### config.mk
export PLATFORM = sky130hd
export DESIGN_NAME = isotp_receive_reassembler_unit_flat
export DESIGN_NICKNAME = d
export VERILOG_FILES = /design/src/hw/rtl/isotp_pkg.sv /design/src/hw/rtl/isotp_frame_if.sv /design/src/hw/rtl/isotp_result_if.sv /design/src/hw/rtl/isotp_ram.sv /design/src/hw/rtl/isotp_ctrl.sv /design/src/hw/rtl/isotp_dpath.sv /design/src/hw/rtl/isotp_receive_reassembler_unit.sv /design/src/flat_wrapper.sv
export SDC_FILE = /design/constraint.sdc
export NUM_CORES = 2
export LEC_CHECK = 0
export ABC_AREA = 1
export BUFFER_PORTS_ARGS = -buffer_cell sky130_fd_sc_hd__buf_2
export CORE_MARGIN = 2
export CORE_UTILIZATION = 51
export CTS_CLUSTER_DIAMETER = 50
export DETAILED_ROUTE_END_ITERATION = 10
export GPL_TIMING_DRIVEN = 0
export PLACE_DENSITY = 0.67
export SLEW_MARGIN = 5
export SYNTH_ARGS = -nofsm -noshare
export SYNTH_HDL_FRONTEND = slang
export SYNTH_SLANG_ARGS = --single-unit
### constraint.sdc
create_clock -name clk_i -period 12.2 [get_ports clk_i]
set_input_delay 0.61 -clock clk_i [delete_from_list [all_inputs] [get_ports clk_i]]
set_output_delay 0.61 -clock clk_i [all_outputs]
set_load 0.01 [all_outputs]
### src/hw/rtl/isotp_pkg.sv
// ----------------------------------------------------------------------------
// isotp_pkg
// Types, codes and constants shared by the ISO-TP receive reassembler.
// ----------------------------------------------------------------------------
package isotp_pkg;

  // Geometry
  localparam int unsigned NUM_ROWS    = 16;
  localparam int unsigned ROW_BYTES   = 7;
  localparam int unsigned FRAME_BYTES = 8;
  localparam int unsigned ROW_LEN_W   = 3;
  localparam int unsigned REMAIN_W    = 12;
  localparam int unsigned REQ_ID_W    = 29;
  localparam int unsigned CFG_DATA_W  = 29;
  localparam int unsigned CFG_IDX_W   = 2;
  localparam int unsigned PENDING_LEN = 3;

  // Protocol constants
  localparam logic [7:0]  NEG_RESP_SID   = 8'h7F;
  localparam logic [7:0]  PEND_SID       = 8'h22;
  localparam logic [7:0]  PEND_NRC       = 8'h78;
  localparam logic [31:0] VIN_REPLY_ID   = 32'h0000_07EA;
  localparam logic [28:0] MAX_FILTER_ID  = 29'd4095;
  localparam logic [29:0] RESP_ID_OFFSET = 30'd8;
  localparam logic [3:0]  MAX_DLC        = 4'd8;

  // Protocol control nibble
  localparam logic [3:0] PCI_SINGLE = 4'h0;
  localparam logic [3:0] PCI_FIRST  = 4'h1;
  localparam logic [3:0] PCI_CONSEC = 4'h2;

  typedef logic [7:0] byte_t;

  typedef enum logic [2:0] {
    ST_EMPTY    = 3'd0,
    ST_SHORT    = 3'd1,
    ST_FILTERED = 3'd2,
    ST_UNKNOWN  = 3'd3,
    ST_STORED   = 3'd4,
    ST_COMPLETE = 3'd5,
    ST_PENDING  = 3'd6
  } status_e;

  typedef enum logic [CFG_IDX_W-1:0] {
    CFG_START_CHAR = 2'd0,
    CFG_MIN_LEN    = 2'd1,
    CFG_REQ_ID     = 2'd2,
    CFG_VIN_MODE   = 2'd3
  } cfg_idx_e;

  typedef enum logic [2:0] {
    S_IDLE,
    S_EVAL,
    S_RESULT,
    S_SCAN,
    S_PEND_CHK,
    S_EMIT_ISSUE,
    S_EMIT_OUT
  } state_e;

  // One stored row: length and zero-padded payload
  typedef struct packed {
    logic [ROW_LEN_W-1:0]  len;
    byte_t [ROW_BYTES-1:0] bytes;
  } row_t;

  localparam int unsigned ROW_W = $bits(row_t);

  // Controller to datapath
  typedef struct packed {
    logic capture;
    logic commit;
    logic res_load;
    logic pend_load;
    logic walk_load;
    logic head_clear;
    logic scan_issue;
    logic absorb;
    logic emit_issue;
    logic emit_sel;
  } ctrl_cmd_t;

  // Datapath to controller
  typedef struct packed {
    logic ev_merge;
    logic ev_scan;
    logic walk_empty;
    logic rd_vld;
    logic head_pending;
    logic emit_last;
  } dp_status_t;

endpackage

### src/hw/rtl/isotp_frame_if.sv
// ----------------------------------------------------------------------------
// isotp_frame_if
// Received CAN frame channel with valid/ready handshake.
// ----------------------------------------------------------------------------
interface isotp_frame_if;
  import isotp_pkg::*;

  logic        valid;
  logic        ready;
  logic [31:0] frame_id;
  logic [3:0]  frame_length;
  byte_t       data0;
  byte_t       data1;
  byte_t       data2;
  byte_t       data3;
  byte_t       data4;
  byte_t       data5;
  byte_t       data6;
  byte_t       data7;

  modport source (
    output valid, frame_id, frame_length,
    output data0, data1, data2, data3, data4, data5, data6, data7,
    input  ready
  );

  modport sink (
    input  valid, frame_id, frame_length,
    input  data0, data1, data2, data3, data4, data5, data6, data7,
    output ready
  );
endinterface

### src/hw/rtl/isotp_result_if.sv
// ----------------------------------------------------------------------------
// isotp_result_if
// Reassembly result channel with valid/ready handshake.
// ----------------------------------------------------------------------------
interface isotp_result_if;
  import isotp_pkg::*;

  logic       valid;
  logic       ready;
  logic [2:0] status;
  logic [2:0] byte_count;
  byte_t      out0;
  byte_t      out1;
  byte_t      out2;
  byte_t      out3;
  byte_t      out4;
  byte_t      out5;
  byte_t      out6;
  logic       last;

  modport source (
    output valid, status, byte_count,
    output out0, out1, out2, out3, out4, out5, out6, last,
    input  ready
  );

  modport sink (
    input  valid, status, byte_count,
    input  out0, out1, out2, out3, out4, out5, out6, last,
    output ready
  );
endinterface

### src/hw/rtl/isotp_ram.sv
// ----------------------------------------------------------------------------
// isotp_ram
// Generic single-write, single-read RAM with registered read data.
// ----------------------------------------------------------------------------
module isotp_ram #(
  parameter int unsigned Width = 8,
  parameter int unsigned Depth = 16
) (
  input  logic                     clk_i,
  input  logic                     we_i,
  input  logic [$clog2(Depth)-1:0] waddr_i,
  input  logic [Width-1:0]         wdata_i,
  input  logic                     re_i,
  input  logic [$clog2(Depth)-1:0] raddr_i,
  output logic [Width-1:0]         rdata_o
);
  logic [Width-1:0] mem_q [Depth];
  logic [Width-1:0] rdata_q;

  // Write port
  always_ff @(posedge clk_i) begin
    if (we_i) begin
      mem_q[waddr_i] <= wdata_i;
    end
  end

  // Read port, data held until the next read
  always_ff @(posedge clk_i) begin
    if (re_i) begin
      rdata_q <= mem_q[raddr_i];
    end
  end

  assign rdata_o = rdata_q;
endmodule

### src/hw/rtl/isotp_ctrl.sv
// ----------------------------------------------------------------------------
// isotp_ctrl
// Sequencer: frame capture, evaluation, single results, pending scan and row emission.
// ----------------------------------------------------------------------------
module isotp_ctrl (
  input  logic                   clk_i,
  input  logic                   rst_ni,
  input  logic                   in_valid_i,
  output logic                   in_ready_o,
  output logic                   out_valid_o,
  input  logic                   out_ready_i,
  input  isotp_pkg::dp_status_t  status_i,
  output isotp_pkg::ctrl_cmd_t   cmd_o
);
  import isotp_pkg::*;

  state_e state_q, state_d;

  always_ff @(posedge clk_i or negedge rst_ni) begin
    if (!rst_ni) begin
      state_q <= S_IDLE;
    end else begin
      state_q <= state_d;
    end
  end

  // Next state
  always_comb begin
    state_d = state_q;
    unique case (state_q)
      S_IDLE: begin
        if (in_valid_i) state_d = S_EVAL;
      end
      S_EVAL: begin
        priority if (!status_i.ev_merge) state_d = S_RESULT;
        else if (status_i.ev_scan)       state_d = S_SCAN;
        else                             state_d = S_EMIT_ISSUE;
      end
      S_RESULT: begin
        if (out_ready_i) state_d = S_IDLE;
      end
      S_SCAN: begin
        if (status_i.walk_empty && !status_i.rd_vld) state_d = S_PEND_CHK;
      end
      S_PEND_CHK: begin
        state_d = status_i.head_pending ? S_RESULT : S_EMIT_ISSUE;
      end
      S_EMIT_ISSUE: begin
        state_d = S_EMIT_OUT;
      end
      S_EMIT_OUT: begin
        if (out_ready_i && status_i.emit_last) state_d = S_IDLE;
      end
      default: state_d = S_IDLE;
    endcase
  end

  // Outputs and datapath commands
  always_comb begin
    cmd_o       = '0;
    in_ready_o  = 1'b0;
    out_valid_o = 1'b0;
    unique case (state_q)
      S_IDLE: begin
        in_ready_o  = 1'b1;
        cmd_o.capture = in_valid_i;
      end
      S_EVAL: begin
        cmd_o.commit     = 1'b1;
        cmd_o.res_load   = !status_i.ev_merge;
        cmd_o.walk_load  = status_i.ev_merge;
        cmd_o.head_clear = status_i.ev_merge;
      end
      S_RESULT: begin
        out_valid_o = 1'b1;
      end
      S_SCAN: begin
        cmd_o.scan_issue = !status_i.walk_empty;
        cmd_o.absorb     = status_i.rd_vld;
      end
      S_PEND_CHK: begin
        cmd_o.pend_load = status_i.head_pending;
        cmd_o.walk_load = !status_i.head_pending;
      end
      S_EMIT_ISSUE: begin
        cmd_o.emit_issue = 1'b1;
      end
      S_EMIT_OUT: begin
        out_valid_o      = 1'b1;
        cmd_o.emit_sel   = 1'b1;
        cmd_o.emit_issue = out_ready_i && !status_i.emit_last;
      end
      default: begin
        cmd_o = '0;
      end
    endcase
  end
endmodule

### src/hw/rtl/isotp_dpath.sv
// ----------------------------------------------------------------------------
// isotp_dpath
// Frame decode, filtering, row store, remaining count and result registers.
// ----------------------------------------------------------------------------
module isotp_dpath #(
  parameter int unsigned RowCount = isotp_pkg::NUM_ROWS
) (
  input  logic                                   clk_i,
  input  logic                                   rst_ni,
  // configuration
  input  logic                                   cfg_we_i,
  input  logic [isotp_pkg::CFG_IDX_W-1:0]        cfg_idx_i,
  input  logic [isotp_pkg::CFG_DATA_W-1:0]       cfg_wdata_i,
  // frame payload
  input  logic [31:0]                            frame_id_i,
  input  logic [3:0]                             frame_len_i,
  input  isotp_pkg::byte_t [isotp_pkg::FRAME_BYTES-1:0] frame_data_i,
  // control
  input  isotp_pkg::ctrl_cmd_t                   cmd_i,
  output isotp_pkg::dp_status_t                  status_o,
  // result payload
  output isotp_pkg::status_e                     res_status_o,
  output logic [isotp_pkg::ROW_LEN_W-1:0]        res_count_o,
  output isotp_pkg::byte_t [isotp_pkg::ROW_BYTES-1:0] res_bytes_o,
  output logic                                   res_last_o
);
  import isotp_pkg::*;

  localparam int unsigned IdxW   = $clog2(RowCount);
  localparam int unsigned TotalW = $clog2(RowCount * ROW_BYTES + 1);

  // Configuration registers
  logic                sce_q;
  logic [3:0]          min_len_q;
  logic [REQ_ID_W-1:0] req_id_q;
  logic                vin_q;

  always_ff @(posedge clk_i or negedge rst_ni) begin
    if (!rst_ni) begin
      sce_q     <= 1'b0;
      min_len_q <= '0;
      req_id_q  <= '0;
      vin_q     <= 1'b0;
    end else if (cfg_we_i) begin
      unique case (cfg_idx_e'(cfg_idx_i))
        CFG_START_CHAR: sce_q     <= cfg_wdata_i[0];
        CFG_MIN_LEN:    min_len_q <= cfg_wdata_i[3:0];
        CFG_REQ_ID:     req_id_q  <= cfg_wdata_i[REQ_ID_W-1:0];
        CFG_VIN_MODE:   vin_q     <= cfg_wdata_i[0];
      endcase
    end
  end

  // Captured frame
  logic [31:0]                 frame_id_q;
  logic [3:0]                  frame_len_q;
  byte_t [FRAME_BYTES-1:0]     d_q;

  always_ff @(posedge clk_i) begin
    if (cmd_i.capture) begin
      frame_id_q  <= frame_id_i;
      frame_len_q <= frame_len_i;
      d_q         <= frame_data_i;
    end
  end

  // Reassembly state
  logic [RowCount-1:0]  present_q, present_d;
  logic [ROW_LEN_W-1:0] len_q [RowCount];
  logic [REMAIN_W-1:0]  br_q;
  logic [TotalW-1:0]    total_q;

  // Decode signals
  logic [3:0]            len_c, off_w, flen;
  logic [7:0]            pci, b1, b2, b3;
  logic                  neg, allow, match_resp, match_req, filt, short_frm;
  logic [29:0]           rid_p8;
  logic [2:0]            sf_avail, sf_size, ff_cnt, st_cnt, st_start;
  logic                  sf_pend, is_ff;
  byte_t [ROW_BYTES-1:0] sf_bytes, st_bytes;
  logic [IdxW-1:0]       st_idx;
  logic [REMAIN_W-1:0]   br_base, br_next;
  logic [ROW_LEN_W-1:0]  old_len;
  logic [TotalW-1:0]     total_next;
  logic [RowCount-1:0]   present_new;
  status_e               ev_status;
  logic [2:0]            ev_count;
  byte_t [ROW_BYTES-1:0] ev_bytes;
  logic                  ev_store, ev_single;

  // Header fields, filter and payload sizes
  always_comb begin
    logic [2:0] sidx;
    logic [2:0] tidx;
    len_c  = (frame_len_q > MAX_DLC) ? MAX_DLC : frame_len_q;
    off_w  = {3'b000, sce_q};
    pci    = sce_q ? d_q[1] : d_q[0];
    b1     = sce_q ? d_q[2] : d_q[1];
    b2     = sce_q ? d_q[3] : d_q[2];
    b3     = sce_q ? d_q[4] : d_q[3];
    flen   = (len_c > off_w) ? (len_c - off_w) : 4'd0;

    short_frm  = (min_len_q != 4'd0) && (len_c < min_len_q);
    neg        = (pci[7:4] == PCI_SINGLE) && (len_c > (off_w + 4'd2)) &&
                 (b1 == NEG_RESP_SID);
    rid_p8     = {1'b0, req_id_q} + RESP_ID_OFFSET;
    match_resp = (frame_id_q == {2'b00, rid_p8});
    match_req  = (frame_id_q == {3'b000, req_id_q});
    allow      = vin_q && (frame_id_q == VIN_REPLY_ID);
    filt       = (req_id_q <= MAX_FILTER_ID) && !match_resp &&
                 !(match_req && neg) && !allow;

    // single frame size clamped to the bytes carried
    sf_avail = (flen > 4'd1) ? 3'(flen - 4'd1) : 3'd0;
    sf_size  = ({1'b0, sf_avail} < pci[3:0]) ? sf_avail : pci[2:0];
    sf_pend  = (sf_size == 3'(PENDING_LEN)) && (b1 == NEG_RESP_SID) &&
               (b2 == PEND_SID) && (b3 == PEND_NRC);

    // first or consecutive frame row contents
    is_ff    = (pci[7:4] == PCI_FIRST);
    ff_cnt   = (flen > 4'd2) ? 3'(flen - 4'd2) : 3'd0;
    st_cnt   = is_ff ? ff_cnt : sf_avail;
    st_start = (is_ff ? 3'd2 : 3'd1) + {2'b00, sce_q};
    st_idx   = is_ff ? '0 : pci[IdxW-1:0];

    for (int j = 0; j < ROW_BYTES; j++) begin
      sidx        = 3'(j) + 3'd1 + {2'b00, sce_q};
      tidx        = st_start + 3'(j);
      sf_bytes[j] = (3'(j) < sf_size) ? d_q[sidx] : 8'h00;
      st_bytes[j] = (3'(j) < st_cnt) ? d_q[tidx] : 8'h00;
    end
  end

  // Remaining count, merged length and presence mask after a store
  always_comb begin
    br_base    = is_ff ? {pci[3:0], b1} : br_q;
    br_next    = (br_base > REMAIN_W'(st_cnt)) ? (br_base - REMAIN_W'(st_cnt)) : '0;
    old_len    = present_q[st_idx] ? len_q[st_idx] : '0;
    total_next = is_ff ? TotalW'(st_cnt)
                       : (total_q - TotalW'(old_len) + TotalW'(st_cnt));
    present_new         = is_ff ? '0 : present_q;
    present_new[st_idx] = 1'b1;
  end

  // Classify the frame; order decides
  always_comb begin
    ev_status = ST_STORED;
    ev_count  = '0;
    ev_bytes  = '0;
    ev_store  = 1'b0;
    ev_single = 1'b0;
    priority if (frame_id_q == 32'd0) begin
      ev_status = ST_EMPTY;
    end else if (short_frm) begin
      ev_status = ST_SHORT;
    end else if (filt) begin
      ev_status = ST_FILTERED;
    end else begin
      unique case (pci[7:4])
        PCI_SINGLE: begin
          ev_single = 1'b1;
          if (sf_pend) begin
            ev_status = ST_PENDING;
          end else begin
            ev_status = ST_COMPLETE;
            ev_count  = sf_size;
            ev_bytes  = sf_bytes;
          end
        end
        PCI_FIRST, PCI_CONSEC: begin
          ev_store  = 1'b1;
          ev_status = ST_STORED;
        end
        default: begin
          ev_status = ST_UNKNOWN;
        end
      endcase
    end
  end

  assign present_d = (cmd_i.commit && ev_store) ? present_new : present_q;

  // Commit state updates
  always_ff @(posedge clk_i or negedge rst_ni) begin
    if (!rst_ni) begin
      present_q <= '0;
      br_q      <= '0;
      total_q   <= '0;
      for (int i = 0; i < RowCount; i++) begin
        len_q[i] <= '0;
      end
    end else begin
      present_q <= present_d;
      if (cmd_i.commit && ev_single) begin
        br_q <= '0;
      end
      if (cmd_i.commit && ev_store) begin
        len_q[st_idx] <= st_cnt;
        br_q          <= br_next;
        total_q       <= total_next;
      end
    end
  end

  // Row store
  row_t            wr_row, rd_row;
  logic [ROW_W-1:0] rdata;
  logic [IdxW-1:0] walk_idx;

  assign wr_row.len   = st_cnt;
  assign wr_row.bytes = st_bytes;

  isotp_ram #(
    .Width (ROW_W),
    .Depth (RowCount)
  ) u_row_ram (
    .clk_i   (clk_i),
    .we_i    (cmd_i.commit && ev_store),
    .waddr_i (st_idx),
    .wdata_i (wr_row),
    .re_i    (cmd_i.scan_issue || cmd_i.emit_issue),
    .raddr_i (walk_idx),
    .rdata_o (rdata)
  );

  assign rd_row = row_t'(rdata);

  // Walk the present rows lowest first
  logic [RowCount-1:0] walk_q, walk_rest;
  logic                rd_vld_q, emit_last_q;

  always_comb begin
    walk_idx = '0;
    for (int i = RowCount - 1; i >= 0; i--) begin
      if (walk_q[i]) walk_idx = IdxW'(i);
    end
    walk_rest           = walk_q;
    walk_rest[walk_idx] = 1'b0;
  end

  always_ff @(posedge clk_i or negedge rst_ni) begin
    if (!rst_ni) begin
      walk_q      <= '0;
      rd_vld_q    <= 1'b0;
      emit_last_q <= 1'b0;
    end else begin
      if (cmd_i.walk_load) begin
        walk_q <= present_d;
      end else if (cmd_i.scan_issue || cmd_i.emit_issue) begin
        walk_q <= walk_rest;
      end
      rd_vld_q <= cmd_i.scan_issue;
      if (cmd_i.emit_issue) begin
        emit_last_q <= (walk_rest == '0);
      end
    end
  end

  // Collect the first bytes of the merged reply for the pending test
  byte_t [PENDING_LEN-1:0] head_q, head_d;
  logic [1:0]              head_cnt_q, head_cnt_d;

  always_comb begin
    logic [2:0] pos;
    logic [3:0] sum;
    head_d = head_q;
    for (int j = 0; j < PENDING_LEN; j++) begin
      pos = {1'b0, head_cnt_q} + 3'(j);
      if ((3'(j) < rd_row.len) && (pos < 3'(PENDING_LEN))) begin
        head_d[pos[1:0]] = rd_row.bytes[j];
      end
    end
    sum        = {2'b00, head_cnt_q} + {1'b0, rd_row.len};
    head_cnt_d = (sum > 4'(PENDING_LEN)) ? 2'(PENDING_LEN) : sum[1:0];
  end

  always_ff @(posedge clk_i or negedge rst_ni) begin
    if (!rst_ni) begin
      head_cnt_q <= '0;
    end else if (cmd_i.head_clear) begin
      head_cnt_q <= '0;
    end else if (cmd_i.absorb) begin
      head_cnt_q <= head_cnt_d;
    end
  end

  always_ff @(posedge clk_i) begin
    if (cmd_i.absorb) begin
      head_q <= head_d;
    end
  end

  // Single-result register
  status_e               res_status_q;
  logic [2:0]            res_count_q;
  byte_t [ROW_BYTES-1:0] res_bytes_q;

  always_ff @(posedge clk_i) begin
    if (cmd_i.res_load) begin
      res_status_q <= ev_status;
      res_count_q  <= ev_count;
      res_bytes_q  <= ev_bytes;
    end else if (cmd_i.pend_load) begin
      res_status_q <= ST_PENDING;
      res_count_q  <= '0;
      res_bytes_q  <= '0;
    end
  end

  // Result select: row store read data during emission
  assign res_status_o = cmd_i.emit_sel ? ST_COMPLETE  : res_status_q;
  assign res_count_o  = cmd_i.emit_sel ? rd_row.len   : res_count_q;
  assign res_bytes_o  = cmd_i.emit_sel ? rd_row.bytes : res_bytes_q;
  assign res_last_o   = cmd_i.emit_sel ? emit_last_q  : 1'b1;

  // Status to the controller
  assign status_o.ev_merge     = ev_store && (br_next == '0);
  assign status_o.ev_scan      = (total_next == TotalW'(PENDING_LEN));
  assign status_o.walk_empty   = (walk_q == '0);
  assign status_o.rd_vld       = rd_vld_q;
  assign status_o.head_pending = (head_cnt_q == 2'(PENDING_LEN)) &&
                                 (head_q[0] == NEG_RESP_SID) &&
                                 (head_q[1] == PEND_SID) &&
                                 (head_q[2] == PEND_NRC);
  assign status_o.emit_last    = emit_last_q;
endmodule

### src/hw/rtl/isotp_receive_reassembler_unit.sv
// ----------------------------------------------------------------------------
// isotp_receive_reassembler_unit
// ISO-TP receive reassembly of CAN frames into single and multi-row results.
// ----------------------------------------------------------------------------
// The unit takes one received CAN frame at a time and accepts the next frame
// only once every result of the current one has been transferred. A rejected,
// single or stored frame passes through capture, evaluate and result, plus
// any output stall. A frame that completes a message passes through capture,
// evaluate and first row read, then emits one row per cycle while the output
// is not stalled, up to sixteen rows, paced by the registered read port of
// the row store. When the merged reply is exactly three bytes long, a scan
// that reads every present row, followed by a check step, first tests it for
// a response-pending reply.
// The row store needs no clearing pass after reset.
// Configuration writes take effect at once and are meant for idle periods.
module isotp_receive_reassembler_unit #(
  parameter int unsigned RowCount = isotp_pkg::NUM_ROWS
) (
  input  logic                             clk_i,
  input  logic                             rst_ni,
  input  logic                             cfg_we_i,
  input  logic [isotp_pkg::CFG_IDX_W-1:0]  cfg_idx_i,
  input  logic [isotp_pkg::CFG_DATA_W-1:0] cfg_wdata_i,
  isotp_frame_if.sink                      frame_i,
  isotp_result_if.source                   result_o
);
  import isotp_pkg::*;

  ctrl_cmd_t             cmd;
  dp_status_t            dp_status;
  status_e               res_status;
  logic [ROW_LEN_W-1:0]  res_count;
  byte_t [ROW_BYTES-1:0] res_bytes;
  logic                  res_last;
  byte_t [FRAME_BYTES-1:0] frame_data;
  logic                  in_ready, out_valid;

  assign frame_data = {frame_i.data7, frame_i.data6, frame_i.data5, frame_i.data4,
                       frame_i.data3, frame_i.data2, frame_i.data1, frame_i.data0};

  isotp_ctrl u_ctrl (
    .clk_i       (clk_i),
    .rst_ni      (rst_ni),
    .in_valid_i  (frame_i.valid),
    .in_ready_o  (in_ready),
    .out_valid_o (out_valid),
    .out_ready_i (result_o.ready),
    .status_i    (dp_status),
    .cmd_o       (cmd)
  );

  isotp_dpath #(
    .RowCount (RowCount)
  ) u_dpath (
    .clk_i        (clk_i),
    .rst_ni       (rst_ni),
    .cfg_we_i     (cfg_we_i),
    .cfg_idx_i    (cfg_idx_i),
    .cfg_wdata_i  (cfg_wdata_i),
    .frame_id_i   (frame_i.frame_id),
    .frame_len_i  (frame_i.frame_length),
    .frame_data_i (frame_data),
    .cmd_i        (cmd),
    .status_o     (dp_status),
    .res_status_o (res_status),
    .res_count_o  (res_count),
    .res_bytes_o  (res_bytes),
    .res_last_o   (res_last)
  );

  // Drive the channels
  assign frame_i.ready       = in_ready;
  assign result_o.valid      = out_valid;
  assign result_o.status     = res_status;
  assign result_o.byte_count = res_count;
  assign result_o.out0       = res_bytes[0];
  assign result_o.out1       = res_bytes[1];
  assign result_o.out2       = res_bytes[2];
  assign result_o.out3       = res_bytes[3];
  assign result_o.out4       = res_bytes[4];
  assign result_o.out5       = res_bytes[5];
  assign result_o.out6       = res_bytes[6];
  assign result_o.last       = res_last;
endmodule

### src/flat_wrapper.sv
// flat-port wrapper written by rule: the top's interface ports become plain ports
module isotp_receive_reassembler_unit_flat import isotp_pkg::*;
#(
  parameter int unsigned RowCount = isotp_pkg::NUM_ROWS
)
  (clk_i, rst_ni, cfg_we_i, cfg_idx_i, cfg_wdata_i, frame_i_valid, frame_i_frame_id, frame_i_frame_length, frame_i_data0, frame_i_data1, frame_i_data2, frame_i_data3, frame_i_data4, frame_i_data5, frame_i_data6, frame_i_data7, frame_i_ready, result_o_valid, result_o_status, result_o_byte_count, result_o_out0, result_o_out1, result_o_out2, result_o_out3, result_o_out4, result_o_out5, result_o_out6, result_o_last, result_o_ready);
  isotp_frame_if frame_i_i ();
  isotp_result_if result_o_i ();
  input  logic clk_i;
  input  logic rst_ni;
  input  logic cfg_we_i;
  input  logic [isotp_pkg::CFG_IDX_W-1:0] cfg_idx_i;
  input  logic [isotp_pkg::CFG_DATA_W-1:0] cfg_wdata_i;
  input wire logic [$bits(frame_i_i.valid)-1:0] frame_i_valid;
  input wire logic [$bits(frame_i_i.frame_id)-1:0] frame_i_frame_id;
  input wire logic [$bits(frame_i_i.frame_length)-1:0] frame_i_frame_length;
  input wire logic [$bits(frame_i_i.data0)-1:0] frame_i_data0;
  input wire logic [$bits(frame_i_i.data1)-1:0] frame_i_data1;
  input wire logic [$bits(frame_i_i.data2)-1:0] frame_i_data2;
  input wire logic [$bits(frame_i_i.data3)-1:0] frame_i_data3;
  input wire logic [$bits(frame_i_i.data4)-1:0] frame_i_data4;
  input wire logic [$bits(frame_i_i.data5)-1:0] frame_i_data5;
  input wire logic [$bits(frame_i_i.data6)-1:0] frame_i_data6;
  input wire logic [$bits(frame_i_i.data7)-1:0] frame_i_data7;
  output wire logic [$bits(frame_i_i.ready)-1:0] frame_i_ready;
  output wire logic [$bits(result_o_i.valid)-1:0] result_o_valid;
  output wire logic [$bits(result_o_i.status)-1:0] result_o_status;
  output wire logic [$bits(result_o_i.byte_count)-1:0] result_o_byte_count;
  output wire logic [$bits(result_o_i.out0)-1:0] result_o_out0;
  output wire logic [$bits(result_o_i.out1)-1:0] result_o_out1;
  output wire logic [$bits(result_o_i.out2)-1:0] result_o_out2;
  output wire logic [$bits(result_o_i.out3)-1:0] result_o_out3;
  output wire logic [$bits(result_o_i.out4)-1:0] result_o_out4;
  output wire logic [$bits(result_o_i.out5)-1:0] result_o_out5;
  output wire logic [$bits(result_o_i.out6)-1:0] result_o_out6;
  output wire logic [$bits(result_o_i.last)-1:0] result_o_last;
  input wire logic [$bits(result_o_i.ready)-1:0] result_o_ready;
  assign frame_i_i.valid = frame_i_valid;
  assign frame_i_i.frame_id = frame_i_frame_id;
  assign frame_i_i.frame_length = frame_i_frame_length;
  assign frame_i_i.data0 = frame_i_data0;
  assign frame_i_i.data1 = frame_i_data1;
  assign frame_i_i.data2 = frame_i_data2;
  assign frame_i_i.data3 = frame_i_data3;
  assign frame_i_i.data4 = frame_i_data4;
  assign frame_i_i.data5 = frame_i_data5;
  assign frame_i_i.data6 = frame_i_data6;
  assign frame_i_i.data7 = frame_i_data7;
  assign frame_i_ready = frame_i_i.ready;
  assign result_o_valid = result_o_i.valid;
  assign result_o_status = result_o_i.status;
  assign result_o_byte_count = result_o_i.byte_count;
  assign result_o_out0 = result_o_i.out0;
  assign result_o_out1 = result_o_i.out1;
  assign result_o_out2 = result_o_i.out2;
  assign result_o_out3 = result_o_i.out3;
  assign result_o_out4 = result_o_i.out4;
  assign result_o_out5 = result_o_i.out5;
  assign result_o_out6 = result_o_i.out6;
  assign result_o_last = result_o_i.last;
  assign result_o_i.ready = result_o_ready;
  isotp_receive_reassembler_unit #(.RowCount(RowCount)) u_core (.clk_i(clk_i), .rst_ni(rst_ni), .cfg_we_i(cfg_we_i), .cfg_idx_i(cfg_idx_i), .cfg_wdata_i(cfg_wdata_i), .frame_i(frame_i_i), .result_o(result_o_i));
endmodule
==> impl_metrics.toml <==
[route]
wl_um = 219900
drc = 0
ant_nets = 0
drt_pass1_iterations = 8
vias = 50070
via_per_inst = 6.104
wl_per_cell_um = 26.81
first_iter_violations = 7416

[sta]
holdWs_ns = 0.02168
setup_viol = 0
fin_skew_ns = 0.03740
fin_crit_sh = 0.6173
setup_ws_ns = 4.668
worstMarginPinSlew_ns = 1.549
fin_setup_tns_ns = 0
rsz0062_at_grt = "false"
slew_viol_final = 21
report.final.hold_viol_count = 0
maxSlewHeadroom = -0.03251
max_freq_ghz = 0.1328
min_period_ns = 7.532

[synthesis]
synth-seq-cells = 1330
yosys_warnings = 0
yosysUniqueCellTypes = 59
syn_nets = 6131
syn_avg_cell_area_um2 = 10.32
synth_cells = 5961
async_flop_share = 0.1060
syn_area_um2 = 61530
ys_seq_area_frac = 0.6376
ys.flop_type = "edfxtp_1"
synth_edf_count = 1189

[global_route]
grt_max_degree = 87
track_usage = 0.3526
grt_pass1_wl_um = 314200
antenna_found_initial = 6
grt-ovfl-total = 0
grt_pass1_vias = 46670

[power]
power.share.sequential = 0.283
p_int_w = 0.01139
switching_power_w = 0.01074
switching_share = 0.4854
comb_power_share = 0.505
clockPowerShare = 0.212
ir_drop_mv = 0.2191
p_per_area_nw_per_um2 = 308.5
p_leak_nw = 28.46

[cts]
cts_max_level = 4
cts_made_buffers = 152
cts_setup_buffers = 0
cts_sinks = 1330
root_buffer = "clkbuf_16"
cts_tree = "yes"
clockBufferDepth = 3
cts_resized = 0
worstSkewPairLatency_ns = 0.78
clkTransAtPathRegs_ns = 0.06

[place]
dp.cells = 7833
place_ws_ns = 5.071
dp_hpwl_um = 158100
numPortBuffers = 200
gp_congestion = 0.9958

[critical_path]
cp_slowest_cell = "nand2_1"
cp.arrival_ns = 7.99
cp-end-kind = "flop"
worst-r2r-cell-count = 30
start_kind = "flop"
r2r_start = "u_core.u_dpath.frame_len_q[3]"
rrSetupSlack_ns = 4.67
slowest_delay_ns = 0.68
path_max_fanout = 55
crit_family = "simple AND/OR/NAND/NOR gates"
r2r_end = "u_core.u_dpath.res_bytes_q[32]"
crit_top_cell = "nand2_1"
crit_type = "flop to flop"
cp.required_ns = 12.66
worst-path-buf-inv = 6

[floorplanning]
fp.dieArea_um2 = 123400
start_util = 0.5135
core_area_um2 = 119800
ios = 201
die_width_um = 351.3
fp.dieH_um = 351.3
placementRows = 127

[worst_hold_path]
hold_depth = 1
min_from = "frame_i_frame_id[6]"
hp-class = "primary input to flop"
min_to = "u_core.u_dpath.frame_id_q[6]"

[cells_and_area]
drive_above_1_share = 0.1040
finalNonFillerCells = 8203
syn2layout_area_growth_pct = 16.60
final_net_count = 6632
fillers = 10000
final_util = 0.5988

[outcome]
failed_checks = "capacitance limit, slew limit"
outcome = "complete, but fails checks"

[job]
drv_cap = 2
[cell usage after synthesis, drive strengths merged, types with 2 or more instances]
cell | number | share of area
mux2 | 20 | 0.0037
a31oi | 10 | 0.0010
nor4 | 16 | 0.0016
inv | 512 | 0.031
nand2 | 1452 | 0.090
mux2i | 23 | 0.0037
o211ai | 16 | 0.0020
o22ai | 32 | 0.0033
o21ai | 282 | 0.023
nand3b | 184 | 0.022
nor2 | 278 | 0.018
a211oi | 27 | 0.0035
o221ai | 5 | 0.00071
clkinv | 4 | 0.00024
nand3 | 696 | 0.057
o21bai | 9 | 0.0011
ha | 29 | 0.0059
dfrtp | 141 | 0.057
xor2 | 20 | 0.0028
buf | 74 | 0.0062
a311oi | 7 | 0.0010
xnor2 | 14 | 0.0020
fa | 5 | 0.0016
clkbuf | 299 | 0.018
or2 | 6 | 0.00061
nor3 | 67 | 0.0054
a22oi | 11 | 0.0013
edfxtp | 1189 | 0.58
nor3b | 6 | 0.00073
a21boi | 2 | 0.00024
a21oi | 36 | 0.0029
nand4 | 461 | 0.047
o21a | 18 | 0.0022
[kinds of logic after synthesis]
family,after synthesis,share of synthesized area
fa+ha+maj,34,0.007524
mux,43,0.007402
flops,1330,0.6376
simple gates,3169,0.2432
compound gates,462,0.04335
xor+xnor,34,0.004840
buf+inv,889,0.05604
[worst max-delay path by stage]
stage,startpoint,end,slack [ns],cells past startpoint
6_report,u_core.u_dpath.frame_len_q[3],u_core.u_dpath.res_bytes_q[32],4.67,30
5_1_grt,u_core.u_dpath.frame_len_q[3],u_core.u_dpath.res_bytes_q[32],4.49,29
3_3_place_gp,u_core.u_dpath.sce_q,u_core.u_dpath.u_row_ram.mem_q[0][35],-1.41,15
4_1_cts,u_core.u_dpath.frame_len_q[3],u_core.u_dpath.res_bytes_q[32],5.01,30
3_5_place_dp,u_core.u_dpath.frame_len_q[3],u_core.u_dpath.res_bytes_q[53],5.07,30
2_1_floorplan,u_core.u_dpath.req_id_q[4],u_core.u_dpath.u_row_ram.mem_q[0][0],5.42,17
[routing by layer]
layer,routed length (um),part of all wire,up-vias,GRT usage
li1,-,-,22040,-
met1,86110,0.39,24130,0.4891
met2,96040,0.44,3325,0.5235
met3,25120,0.11,576,0.07974
met4,12640,0.057,2,0.1774
met5,13,0.000059,-,0
[cell usage in the layout, fill, tap and decap left out, types with 15 or more instances in the layout]
cell type	n
buf_2	234
mux2i_1	23
dfrtp_1	141
ha_1	29
a21oi_1	32
clkinv_1	30
clkbuf_1	315
buf_6	15
nor3_1	51
nand3_1	693
inv_4	16
dlygate4sd3_1	85
o22ai_1	32
clkbuf_16	156
mux2_2	20
o21ai_0	268
buf_4	25
edfxtp_1	1189
nand3b_1	184
buf_1	30
nand2_2	23
o21a_1	18
xor2_1	20
nor2_1	257
nand4_1	461
nand2_1	1423
nor3_2	16
nor4_1	16
clkinv_2	20
bufinv_16	16
inv_1	490
a211oi_1	18
o211ai_1	16
[layout make-up]
class	count	area (um^2)	area share
Clock inverter	95	1074	0.01496
Clock buffer	185	4053	0.05649
Antenna cell	3	7.507	0.0001046
Sequential cell	1330	39230	0.5468
Buffer	373	1516	0.02114
Timing Repair Buffer	347	2729	0.03804
Tap cell	1612	2017	0.02811
Multi-Input combinational cell	3742	19140	0.2667
Inverter	516	1979	0.02759
[power groups by stage]
stage                     logic (W)  registers [W]  clock network (W)
after floorplan             0.00610        0.00624                  0
after global placement       0.0104        0.00640                  0
after detailed placement     0.0107        0.00634                  0
after CTS                    0.0108        0.00626            0.00469
after global routing         0.0118        0.00629            0.00488
final                        0.0112        0.00627            0.00469
[flip-flops by register name, summed over array words and instances (netlist names), 24 cells and up]
signal,flops
u_core.u_dpath.d_q,64
u_core.u_dpath.frame_id_q,32
u_core.u_dpath.head_q,24
u_core.u_dpath.len_q,48
u_core.u_dpath.req_id_q,29
u_core.u_dpath.res_bytes_q,56
u_core.u_dpath.u_row_ram.mem_q,944
u_core.u_dpath.u_row_ram.rdata_o,59
[per-stage QoR]
| stage | total power, W | area (um^2) |
|---|---|---|
| 2_1_floorplan | 0.01234 | 61530 |
| 3_3_place_gp | 0.01678 | 64550 |
| 3_5_place_dp | 0.01706 | 65720 |
| 4_1_cts | 0.02174 | 71700 |
| 5_1_grt | 0.02297 | 71740 |
| 6_report | 0.02213 | 71740 |
[timing repair]
item,in CTS,in global routing
hold buffers,85,0
endpoints found under the setup margin,0,0
endpoints found under the hold margin,139,0
Note: power is estimated with default switching activity, not from simulation.
